`src/hdl/bdle_pkg.sv`:
```
// ----------------------------------------------------------------------------
// Bounded deque list engine package
// Shared sizes, operation codes and status codes.
// ----------------------------------------------------------------------------
package bdle_pkg;

  localparam int CAPACITY = 16;
  localparam int IDX_W    = 4;   // address bits of the entry store
  localparam int CNT_W    = 5;   // entry count, holds 0 to CAPACITY
  localparam int VAL_W    = 32;

  localparam logic [2:0] OP_PREPEND  = 3'd0;
  localparam logic [2:0] OP_APPEND   = 3'd1;
  localparam logic [2:0] OP_POP_HEAD = 3'd2;
  localparam logic [2:0] OP_POP_TAIL = 3'd3;
  localparam logic [2:0] OP_INS_AT   = 3'd4;
  localparam logic [2:0] OP_DEL_AT   = 3'd5;
  localparam logic [2:0] OP_DEL_VAL  = 3'd6;

  localparam logic [1:0] ST_OK       = 2'd0;
  localparam logic [1:0] ST_FULL     = 2'd1;
  localparam logic [1:0] ST_EMPTY    = 2'd2;
  localparam logic [1:0] ST_NOTFOUND = 2'd3;

endpackage

```
`src/hdl/bounded_deque_list_engine.sv`:
```
// ----------------------------------------------------------------------------
// Bounded deque list engine
// Ordered list of signed 32-bit entries kept in one synchronous memory,
// with head and tail operations, positional insert and delete, and delete
// by value. Every input beat yields one result beat.
// ----------------------------------------------------------------------------
//  Channel   Direction  Payload (lowest bit up)
//  s_axis    in         opcode[2:0], value[34:3], position[42:35], zero pad
//  m_axis    out        status[1:0], popped_value[33:2], entry_count[38:34],
//                       list_empty[39]
//
// One beat at a time: a new beat is taken only once the last result has
// been placed in the output register. Shifts move one entry per cycle
// through the single memory port pair: inserts shift the entries at and above
// the position up, head pops and deletes shift the entries above it down.
// Reset clears the count and handshake, not the store; a waiting result is dropped.
module bounded_deque_list_engine (
  input  logic        clk_i,
  input  logic        rst_ni,
  input  logic        s_axis_tvalid,
  output logic        s_axis_tready,
  input  logic [47:0] s_axis_tdata,   // opcode, value, position, pad
  output logic        m_axis_tvalid,
  input  logic        m_axis_tready,
  output logic [39:0] m_axis_tdata    // status, popped_value, entry_count, list_empty
);

  localparam logic [2:0] S_IDLE = 3'd0;
  localparam logic [2:0] S_SCAN = 3'd1;
  localparam logic [2:0] S_UP   = 3'd2;
  localparam logic [2:0] S_DN   = 3'd3;
  localparam logic [2:0] S_WR   = 3'd4;
  localparam logic [2:0] S_DONE = 3'd5;

  logic [2:0]                   state_q, state_d;
  logic [bdle_pkg::CNT_W-1:0]   count_q, count_d;
  logic [bdle_pkg::IDX_W-1:0]   ptr_q, ptr_d;
  logic [bdle_pkg::IDX_W-1:0]   la_q, la_d;
  logic                         more_q, more_d;
  logic                         rv_q, rv_d;
  logic [2:0]                   op_q, op_d;
  logic [bdle_pkg::VAL_W-1:0]   val_q, val_d;
  logic [bdle_pkg::IDX_W-1:0]   p_q, p_d;
  logic [1:0]                   status_q, status_d;
  logic [bdle_pkg::VAL_W-1:0]   popped_q, popped_d;
  logic                         out_valid_q;
  logic [39:0]                  out_data_q;

  logic [bdle_pkg::VAL_W-1:0]   mem [bdle_pkg::CAPACITY];
  logic [bdle_pkg::VAL_W-1:0]   rdata_q;
  logic [bdle_pkg::IDX_W-1:0]   ra;
  logic                         we;
  logic [bdle_pkg::IDX_W-1:0]   wa;
  logic [bdle_pkg::VAL_W-1:0]   wd;

  logic [2:0]                   in_op;
  logic [bdle_pkg::VAL_W-1:0]   in_val;
  logic [7:0]                   in_pos;
  logic                         in_fire;
  logic [bdle_pkg::CNT_W-1:0]   last_idx;
  logic [bdle_pkg::IDX_W-1:0]   ins_p;
  logic                         is_pop;
  logic                         hit;

  assign in_op   = s_axis_tdata[2:0];
  assign in_val  = s_axis_tdata[34:3];
  assign in_pos  = s_axis_tdata[42:35];
  assign s_axis_tready = (state_q == S_IDLE);
  assign in_fire = s_axis_tvalid && s_axis_tready;
  assign last_idx = count_q - bdle_pkg::CNT_W'(1);
  assign ins_p = (in_pos >= {3'b000, count_q}) ? count_q[bdle_pkg::IDX_W-1:0]
                                               : in_pos[bdle_pkg::IDX_W-1:0];
  assign is_pop = (op_q == bdle_pkg::OP_POP_HEAD) || (op_q == bdle_pkg::OP_POP_TAIL);
  assign hit = rv_q && (is_pop || (rdata_q == val_q));

  // Entry store: one write and one registered read per cycle.
  always_ff @(posedge clk_i) begin
    if (we) begin
      mem[wa] <= wd;
    end
    rdata_q <= mem[ra];
  end

  // Sequencer: reads, shifts and writes back one entry per cycle.
  always_comb begin
    state_d  = state_q;
    count_d  = count_q;
    ptr_d    = ptr_q;
    la_d     = la_q;
    more_d   = more_q;
    rv_d     = rv_q;
    op_d     = op_q;
    val_d    = val_q;
    p_d      = p_q;
    status_d = status_q;
    popped_d = popped_q;
    ra       = ptr_q;
    we       = 1'b0;
    wa       = p_q;
    wd       = val_q;

    case (state_q)
      S_IDLE: begin
        if (in_fire) begin
          op_d     = in_op;
          val_d    = in_val;
          status_d = bdle_pkg::ST_OK;
          popped_d = '0;
          rv_d     = 1'b0;
          more_d   = 1'b1;
          state_d  = S_DONE;
          case (in_op)
            bdle_pkg::OP_PREPEND, bdle_pkg::OP_APPEND, bdle_pkg::OP_INS_AT: begin
              if (count_q == bdle_pkg::CNT_W'(bdle_pkg::CAPACITY)) begin
                status_d = bdle_pkg::ST_FULL;
              end else begin
                if (in_op == bdle_pkg::OP_PREPEND) begin
                  p_d = '0;
                end else if (in_op == bdle_pkg::OP_APPEND) begin
                  p_d = count_q[bdle_pkg::IDX_W-1:0];
                end else begin
                  p_d = ins_p;
                end
                ptr_d = last_idx[bdle_pkg::IDX_W-1:0];
                if ({1'b0, p_d} == count_q) begin
                  state_d = S_WR;
                end else begin
                  state_d = S_UP;
                end
              end
            end
            bdle_pkg::OP_POP_HEAD, bdle_pkg::OP_POP_TAIL: begin
              if (count_q == '0) begin
                status_d = bdle_pkg::ST_EMPTY;
              end else begin
                ptr_d   = (in_op == bdle_pkg::OP_POP_HEAD) ? '0
                          : last_idx[bdle_pkg::IDX_W-1:0];
                state_d = S_SCAN;
              end
            end
            bdle_pkg::OP_DEL_AT: begin
              if (in_pos >= {3'b000, count_q}) begin
                status_d = bdle_pkg::ST_NOTFOUND;
              end else if ({3'b000, last_idx} == in_pos) begin
                count_d = last_idx;
              end else begin
                ptr_d   = in_pos[bdle_pkg::IDX_W-1:0] + bdle_pkg::IDX_W'(1);
                state_d = S_DN;
              end
            end
            bdle_pkg::OP_DEL_VAL: begin
              if (count_q == '0) begin
                status_d = bdle_pkg::ST_NOTFOUND;
              end else begin
                ptr_d   = '0;
                state_d = S_SCAN;
              end
            end
            default: begin
              status_d = bdle_pkg::ST_OK;
            end
          endcase
        end
      end

      // Walk entries from ptr until a match or the tail.
      S_SCAN: begin
        if (hit) begin
          if (is_pop) begin
            popped_d = rdata_q;
          end
          if ((op_q == bdle_pkg::OP_POP_TAIL) || ({1'b0, la_q} == last_idx)) begin
            count_d = last_idx;
            state_d = S_DONE;
          end else begin
            ptr_d   = la_q + bdle_pkg::IDX_W'(1);
            more_d  = 1'b1;
            rv_d    = 1'b0;
            state_d = S_DN;
          end
        end else if (rv_q && ({1'b0, la_q} == last_idx)) begin
          status_d = bdle_pkg::ST_NOTFOUND;
          state_d  = S_DONE;
        end else if (more_q) begin
          rv_d = 1'b1;
          la_d = ptr_q;
          if ({1'b0, ptr_q} == last_idx) begin
            more_d = 1'b0;
          end else begin
            ptr_d = ptr_q + bdle_pkg::IDX_W'(1);
          end
        end else begin
          rv_d = 1'b0;
        end
      end

      // Shift entries p..count-1 up by one, tail first.
      S_UP: begin
        if (rv_q) begin
          we = 1'b1;
          wa = la_q + bdle_pkg::IDX_W'(1);
          wd = rdata_q;
        end
        if (more_q) begin
          rv_d = 1'b1;
          la_d = ptr_q;
          if (ptr_q == p_q) begin
            more_d = 1'b0;
          end else begin
            ptr_d = ptr_q - bdle_pkg::IDX_W'(1);
          end
        end else begin
          rv_d = 1'b0;
          if (rv_q) begin
            state_d = S_WR;
          end
        end
      end

      // Shift entries above the removed one down by one, head first.
      S_DN: begin
        if (rv_q) begin
          we = 1'b1;
          wa = la_q - bdle_pkg::IDX_W'(1);
          wd = rdata_q;
        end
        if (more_q) begin
          rv_d = 1'b1;
          la_d = ptr_q;
          if ({1'b0, ptr_q} == last_idx) begin
            more_d = 1'b0;
          end else begin
            ptr_d = ptr_q + bdle_pkg::IDX_W'(1);
          end
        end else begin
          rv_d = 1'b0;
          if (rv_q) begin
            count_d = last_idx;
            state_d = S_DONE;
          end
        end
      end

      // Place the new entry.
      S_WR: begin
        we      = 1'b1;
        wa      = p_q;
        wd      = val_q;
        count_d = count_q + bdle_pkg::CNT_W'(1);
        state_d = S_DONE;
      end

      S_DONE: begin
        if (!out_valid_q || m_axis_tready) begin
          state_d = S_IDLE;
        end
      end

      default: begin
        state_d = S_IDLE;
      end
    endcase
  end

  // Control registers.
  always_ff @(posedge clk_i or negedge rst_ni) begin
    if (!rst_ni) begin
      state_q     <= S_IDLE;
      count_q     <= '0;
      more_q      <= 1'b0;
      rv_q        <= 1'b0;
      out_valid_q <= 1'b0;
    end else begin
      state_q <= state_d;
      count_q <= count_d;
      more_q  <= more_d;
      rv_q    <= rv_d;
      if ((state_q == S_DONE) && (!out_valid_q || m_axis_tready)) begin
        out_valid_q <= 1'b1;
      end else if (m_axis_tready) begin
        out_valid_q <= 1'b0;
      end
    end
  end

  // Payload registers.
  always_ff @(posedge clk_i) begin
    ptr_q    <= ptr_d;
    la_q     <= la_d;
    op_q     <= op_d;
    val_q    <= val_d;
    p_q      <= p_d;
    status_q <= status_d;
    popped_q <= popped_d;
    if ((state_q == S_DONE) && (!out_valid_q || m_axis_tready)) begin
      out_data_q <= {(count_q == '0), count_q, popped_q, status_q};
    end
  end

  assign m_axis_tvalid = out_valid_q;
  assign m_axis_tdata  = out_data_q;

endmodule

```
`config.mk`:
```
export PLATFORM = sky130hd
export DESIGN_NAME = bounded_deque_list_engine
export DESIGN_NICKNAME = d
export VERILOG_FILES = /design/src/hdl/bdle_pkg.sv /design/src/hdl/bounded_deque_list_engine.sv
export SDC_FILE = /design/constraint.sdc
export NUM_CORES = 1
export LEC_CHECK = 0
export ABC_CLOCK_PERIOD_IN_PS = 4400
export BUFFER_PORTS_ARGS = -buffer_cell sky130_fd_sc_hd__buf_2
export CORE_MARGIN = 2
export CORE_UTILIZATION = 56
export DETAILED_ROUTE_END_ITERATION = 16
export GPL_ROUTABILITY_DRIVEN = 0
export PLACE_DENSITY = 0.76
export SLEW_MARGIN = 30
export SYNTH_ARGS = -nofsm -noshare
export SYNTH_HDL_FRONTEND = slang
export SYNTH_SLANG_ARGS = --single-unit
```
`constraint.sdc`:
```
create_clock -name clk_i -period 4.4 [get_ports clk_i]
set_input_delay 0 -clock clk_i [delete_from_list [all_inputs] [get_ports clk_i]]
set_output_delay 0 -clock clk_i [all_outputs]
set_load 0.01 [all_outputs]
```
# == After elaboration in Yosys (flattened, before gate mapping) ==
# Memory sizes are Yosys's and may differ from the RTL's. A register that Yosys moved wholly into a read port is not among the register bits.
# Index checks and enable logic that the tools add are counted.
# op_classes
order_cmp,1
n_eq_ne,46
reduce_logical,32
mux,91
bitwise_logic,1
addsub,7
# op_table
operator,count
2-to-1 mux 32 bit,5
2-to-1 mux 4 bit,26
one-hot mux 32 bit (2 select lines),1
2-to-1 mux 3 bit,14
2-to-1 mux 5 bit,8
== test 32 bit,1
one-hot mux 4 bit (4 select lines),2
"inequality test 2 bit, second input constant",14
"inequality test 3 bit, second input constant",8
one-hot mux 5 bit (4 select lines),1
AND reduction 4 bit,5
2-to-1 mux 1 bit,19
"== test 3 x 2 -> 1 bit, second input constant",6
one-hot mux 3 bit (6 select lines),1
one-hot mux 4 bit (2 select lines),2
"== test 3 bit, second input constant",5
== test 4 x 5 -> 1 bit,3
"adder 4 x 1 -> 4 bit, second input constant",3
2-to-1 mux 2 bit,6
AND reduction 12 bit,1
one-hot mux 3 bit (3 select lines),1
AND reduction 9 bit,1
== test 5 x 8 -> 1 bit,1
greater-or-equal comparator 8 x 5 -> 1 bit,1
other kinds (27),43
# totals
n_memories,1
mem_bits_rw,512
input_bits,52
register_bits,132
out_inout_bits,42
# mem_list
name,words,width,rd,rd_clocked_by_memory_dff,wr,line_no,source
mem,16,32,1,1,1,bounded_deque_list_engine.sv:49,logic [bdle_pkg::VAL_W-1:0] mem [bdle_pkg::CAPACITY];

# == Logic depth before layout (Yosys ltp) ==
# depth
word_depth,14
depth_mapped,11
depth_no_buf,9

# == Worst setup path after synthesis ==
# No wires, ideal clock.
# synth_path
path_kind,flip-flop to flip-flop
start,reg state_q[1]
end,"reg out_data_q[0], in the netlist m_axis_tdata[0] (enable)"
t_required_ns,3.905
setup_ns,0.495
n_path_buf,2
period_less_slack_ns,4.232
path_stages_with_launch,4
t_arrival_ns,3.737
setup_slack_ns,0.168
cell_sequence,dfrtp_1 -> clkbuf_1 -> clkbuf_1 -> nor3b_1
# synth_between
elab_chain_cells,2
# synth_lines
element,line_no,source
start: declaration,bounded_deque_list_engine.sv:35,"logic [2:0] state_q, state_d;"
start signal: assignment,bounded_deque_list_engine.sv:274,state_q <= state_d;
== test 3 bit,bounded_deque_list_engine.sv:295,if ((state_q == S_DONE) && (!out_valid_q || m_axis_tready)) begin
logical AND 1 bit,bounded_deque_list_engine.sv:295,
end signal: assignment,bounded_deque_list_engine.sv:296,"out_data_q <= {(count_q == '0), count_q, popped_q, status_q};"
end: declaration,bounded_deque_list_engine.sv:47,logic [39:0] out_data_q;
# No other way between the ends.
# A chain may end at the register's enable or synchronous reset.

# == Worst setup path after layout ==
# layout_path
start,reg state_q[2]
end,mem mem[14][9] (netlist name) (enable)
# layout_between
elab_chain_cells,5
# layout_lines
element,line_no,source
== test 3 x 2 -> 1 bit,bounded_deque_list_engine.sv:102,case (state_q)
OR reduction 2 bit (no source line),n/a,
one-hot mux 1 bit (2 select lines),bounded_deque_list_engine.sv:102,
2-to-1 mux 1 bit,bounded_deque_list_engine.sv:78,if (we) begin
2-to-1 mux 1 bit (not written as such),bounded_deque_list_engine.sv:79,mem[wa] <= wd;
end: declaration,bounded_deque_list_engine.sv:49,
# Parallel ways exist; a longest one is shown, timed or not.

==> impl_table.tex <==
\begin{tabular}{lr}
\hline
Metric & Value \\
\hline
\multicolumn{2}{l}{\textbf{Synthesis}} \\
\quad Cell area after technology mapping & 26490 µm² \\
\quad Post-synth EDFFs & 633 \\
\quad Number of flip-flops and latches in the synthesized netlist & 676 \\
\quad Yosys warning count & 0 \\
\quad Unique cell type count in the Yosys netlist & 62 \\
\quad Cell with the most instances after synthesis & sky130\_fd\_sc\_hd\_\_edfxtp\_1 \\
\quad Synthesized netlist net count & 1350 \\
\quad Sequential-to-total area share from yosys stat & 75.22\% \\
\quad Asr flop ratio synth & 1.627\% \\
\quad Top-area cell type share of the netlist area & 71.77\% \\
\quad Number of standard cells after synthesis & 1285 \\
\quad Synth area leaders & sky130\_fd\_sc\_hd\_\_edfxtp\_1 72\%, sky130\_fd\_sc\_hd\_\_mux4\_2 14\%, sky130\_fd\_sc\_hd\_\_dfxtp\_1 2.4\% \\
\quad Largest area contributor in the synthesized netlist & sky130\_fd\_sc\_hd\_\_edfxtp\_1 \\
\quad Flip-flop cell with the highest count after synthesis & sky130\_fd\_sc\_hd\_\_edfxtp\_1 \\
\quad Leading post-synthesis cells by instance count & 633 x sky130\_fd\_sc\_hd\_\_edfxtp\_1, 160 x sky130\_fd\_sc\_hd\_\_mux4\_2, 51 x sky130\_fd\_sc\_hd\_\_xnor2\_1, 35 x sky130\_fd\_sc\_hd\_\_and2\_1, 35 x sky130\_fd\_sc\_hd\_\_clkbuf\_1 \\
\quad Synthesized area divided by synthesized cell count & 20.61 µm² \\
\multicolumn{2}{l}{\textbf{Status}} \\
\quad Outcome & finished with violations \\
\quad Failing checks & DRC \\
\multicolumn{2}{l}{\textbf{Clock tree}} \\
\quad Clock latency on the worst-skew pair & 0.59 ns \\
\quad Clock tree root buffer cell & sky130\_fd\_sc\_hd\_\_clkbuf\_16 \\
\quad Clock slew at the register clock pins of the worst setup and hold paths & 0.06 ns \\
\quad CTS tree & yes \\
\quad Clock tree sinks & 676 \\
\quad Max Root-Sink Buffers & 3 \\
\quad Number of buffers added by the clock tree synthesis step & 69 \\
\quad Maximum level of the CTS H-tree & 3 \\
\quad Total setup buffers inserted after CTS & 0 \\
\multicolumn{2}{l}{\textbf{STA}} \\
\quad Worst Skew & 0.02941 ns \\
\quad Hold violation count in the final report & 0 \\
\quad Hold WS & 0.1153 ns \\
\quad Min cycle time layout & 3.491 ns \\
\quad Total of endpoints with negative setup slack in the final report & 0 \\
\quad Relative slew slack & 45.34\% \\
\quad Period utilization & 79.34\% \\
\quad Slew @ Worst Pin & 0.8137 ns \\
\quad RSZ-0062 raised after global routing & false \\
\quad Total count of max-transition violations in the final report & 0 \\
\quad Achievable clock frequency & 0.2865 GHz \\
\quad Setup TNS Final & 0 ns \\
\multicolumn{2}{l}{\textbf{Critical path}} \\
\quad Critical path peak fanout & 29 \\
\quad Cell with the largest stage delay on the worst path & sky130\_fd\_sc\_hd\_\_dfrtp\_1 \\
\quad Cell with the most instances on the worst path & sky130\_fd\_sc\_hd\_\_buf\_4 \\
\quad Worst setup path category & register to register \\
\quad CP cell instances & nor2b\_1 > nand2\_2 > buf\_4 > o21a\_1 > nand2\_1 > nor2\_4 > buf\_4 \\
\quad Kind of cell adding the most delay to the critical path & simple AND/OR/NAND/NOR gates \\
\quad Critical path data arrival time & 3.76 ns \\
\quad Endpoint class of the critical path & register \\
\quad Stage delay of the slowest cell on the critical path & 0.71 ns \\
\quad Total buffers and inverters traversed by the critical path & 2 \\
\quad Startpoint type of the worst setup path & register \\
\quad Data required, critical path & 4.67 ns \\
\multicolumn{2}{l}{\textbf{Routing}} \\
\quad Wirelength per Cell & 27.45 µm \\
\quad Vias & 13310 \\
\quad Number of nets with antenna violations after routing & 0 \\
\quad Via density & 6.264 \\
\quad DRC marker count from the first detailed-route iteration & 1703 \\
\quad Remaining routing DRC violations & 7 \\
\quad Routed wire length & 58.33 mm \\
\quad Drt pass-1 iters & 12 \\
\multicolumn{2}{l}{\textbf{Cells and area}} \\
\quad Fraction of final layout cells with drive strength greater than 1 & 29.38\% \\
\quad P\&R area growth vs syn & 16.05\% \\
\quad Final design utilization & 65.88\% \\
\quad Nets & 1531 \\
\quad Post-route cell area & 30740 µm² \\
\quad Antenna Diode Count & 0 \\
\quad Count of non-filler cells in the finished layout & 2125 \\
\multicolumn{2}{l}{\textbf{Die}} \\
\quad Std-Cell Rows & 79 \\
\quad Die footprint & 49050 µm² \\
\quad Total I/O pin count & 94 \\
\quad Initial Util & 56.77\% \\
\quad DIE WIDTH & 221.5 µm \\
\quad Area inside the core boundary & 46650 µm² \\
\quad Floorplan die height & 221.5 µm \\
\multicolumn{2}{l}{\textbf{Global route}} \\
\quad Total grt overflow & 0 \\
\quad First-pass GRT wire length & 86.42 mm \\
\quad Largest net degree at the start of global routing & 74 \\
\quad Vias in the first global route & 13540 \\
\quad Global-route total usage across every layer & 24.24\% \\
\quad Initial antenna violation count & 0 \\
\multicolumn{2}{l}{\textbf{Min path}} \\
\quad Class of the most critical hold timing path & input port to register \\
\multicolumn{2}{l}{\textbf{Placement}} \\
\quad Input/output buffers & 88 \\
\quad Cell Area, Placed & 28020 µm² \\
\quad Half-perimeter wire length after detailed placement & 31.87 mm \\
\quad Cell total after placement & 1958 \\
\multicolumn{2}{l}{\textbf{Flow run}} \\
\quad Count of maximum capacitance violations & 0 \\
\multicolumn{2}{l}{\textbf{Power}} \\
\quad Reg power frac & 43.0\% \\
\quad Worst vdd rail ir drop & 0.0003916 V \\
\quad Internal power component & 14.26 mW \\
\quad Power per cell area & 659.4 nW/µm² \\
\quad Net Sw Frac & 29.64\% \\
\quad Net load switching power & 6.008 mW \\
\quad Gate power share & 28.2\% \\
\quad Static leakage & 10.07 nW \\
\quad Clock group share of total power & 28.9\% \\
\hline
\end{tabular}
[cells by family (layout without fill, tap and decap cells)]
logic type      Yosys count  count (layout)  synth area share, %
compound gates           85              85                2.216
xor+xnor                 66              66                2.286
fa+ha+maj                13              13               0.6141
buf+inv                  78             311                1.157
flops                   676             676                75.22
mux                     196             196                15.12
simple gates            171             171                3.382
[sequential cells by signal, indices dropped and copies added (netlist names)]
signal / cells
mem: 512
val_q: 32
m_axis_tvalid: 1
state_q: 3
rv_q: 1
m_axis_tdata: 40
more_q: 1
la_q: 4
rdata_q: 32
p_q: 4
op_q: 3
status_q: 2
ptr_q: 4
popped_q: 32
count_q: 5
[layout make-up]
| class | count | area (µm²) |
|---|---|---|
| Tap cell | 607 | 759.5 |
| Clock inverter | 33 | 342.8 |
| Inverter | 18 | 70.07 |
| Fill cell | 2994 | 15920 |
| Sequential cell | 676 | 19920 |
| Timing Repair Buffer | 170 | 1321 |
| Clock buffer | 90 | 1918 |
| Multi-Input combinational cell | 531 | 6402 |
[power by group through the flow]
| stage | logic (mW) | clock network, mW | registers [mW] |
|---|---|---|---|
| detailed placement | 5.61 | 0 | 8.82 |
| finish | 5.71 | 5.85 | 8.71 |
| CTS | 5.70 | 5.94 | 8.70 |
| global route | 6.11 | 6.18 | 8.76 |
| floorplan | 4.06 | 0 | 8.65 |
| global placement | 5.50 | 0 | 8.79 |
[routing by layer]
metal | wire (µm) | share of wire [%] | global-route usage [%] | vias to the layer above
met2 | 27700 | 47 | 37.73 | 701
met1 | 23380 | 40 | 33.41 | 6904
li1 | - | - | - | 5606
met5 | 0 | 0 | 0 | -
met4 | 1768 | 3.0 | 9.045 | 0
met3 | 5487 | 9.4 | 6.506 | 101
[path summary, 6_finish.rpt]
check | startpoint | to | slack [ns] | cells past startpoint
max reg2reg | state_q[2] | mem[14][9] | 0.91 | 7
max in group asynchronous | rst_ni | count_q[0] | 3.48 | 3
min reg2reg | popped_q[0] | m_axis_tdata[2] | 0.42 | 0
min | s_axis_tdata[12] | val_q[9] | 0.12 | 2
max | state_q[2] | mem[14][9] | 0.91 | 7
min in group asynchronous | rst_ni | more_q | 0.51 | 3
[layout by cell type, fill, tap and decap left out, types with 14 or more instances in the layout]
master,count
sky130_fd_sc_hd__a21oi_1,19
sky130_fd_sc_hd__and2_1,35
sky130_fd_sc_hd__buf_2,88
sky130_fd_sc_hd__buf_4,27
sky130_fd_sc_hd__clkbuf_16,71
sky130_fd_sc_hd__dfxtp_1,32
sky130_fd_sc_hd__dlygate4sd3_1,43
sky130_fd_sc_hd__edfxtp_1,633
sky130_fd_sc_hd__inv_1,17
sky130_fd_sc_hd__mux2_2,33
sky130_fd_sc_hd__mux4_2,160
sky130_fd_sc_hd__nand2_1,33
sky130_fd_sc_hd__nand3_1,14
sky130_fd_sc_hd__nor2_1,17
sky130_fd_sc_hd__nor2_4,17
sky130_fd_sc_hd__o21ai_0,20
sky130_fd_sc_hd__xnor2_1,51
[what timing repair did]
action	4_1_cts	5_1_grt
hold buffers	43	0
gates resized for setup	0	0
hold endpoints to repair	57	0
[stage by stage]
stage / worst slack [ns] / total power, mW
after floorplan: 0.1679 / 12.72
after global placement: 1.090 / 14.29
after global routing: 0.7830 / 21.06
after detailed placement: 0.9520 / 14.44
after CTS: 0.9164 / 20.34
final: 0.9091 / 20.27
(Power assumes the default switching activity.)
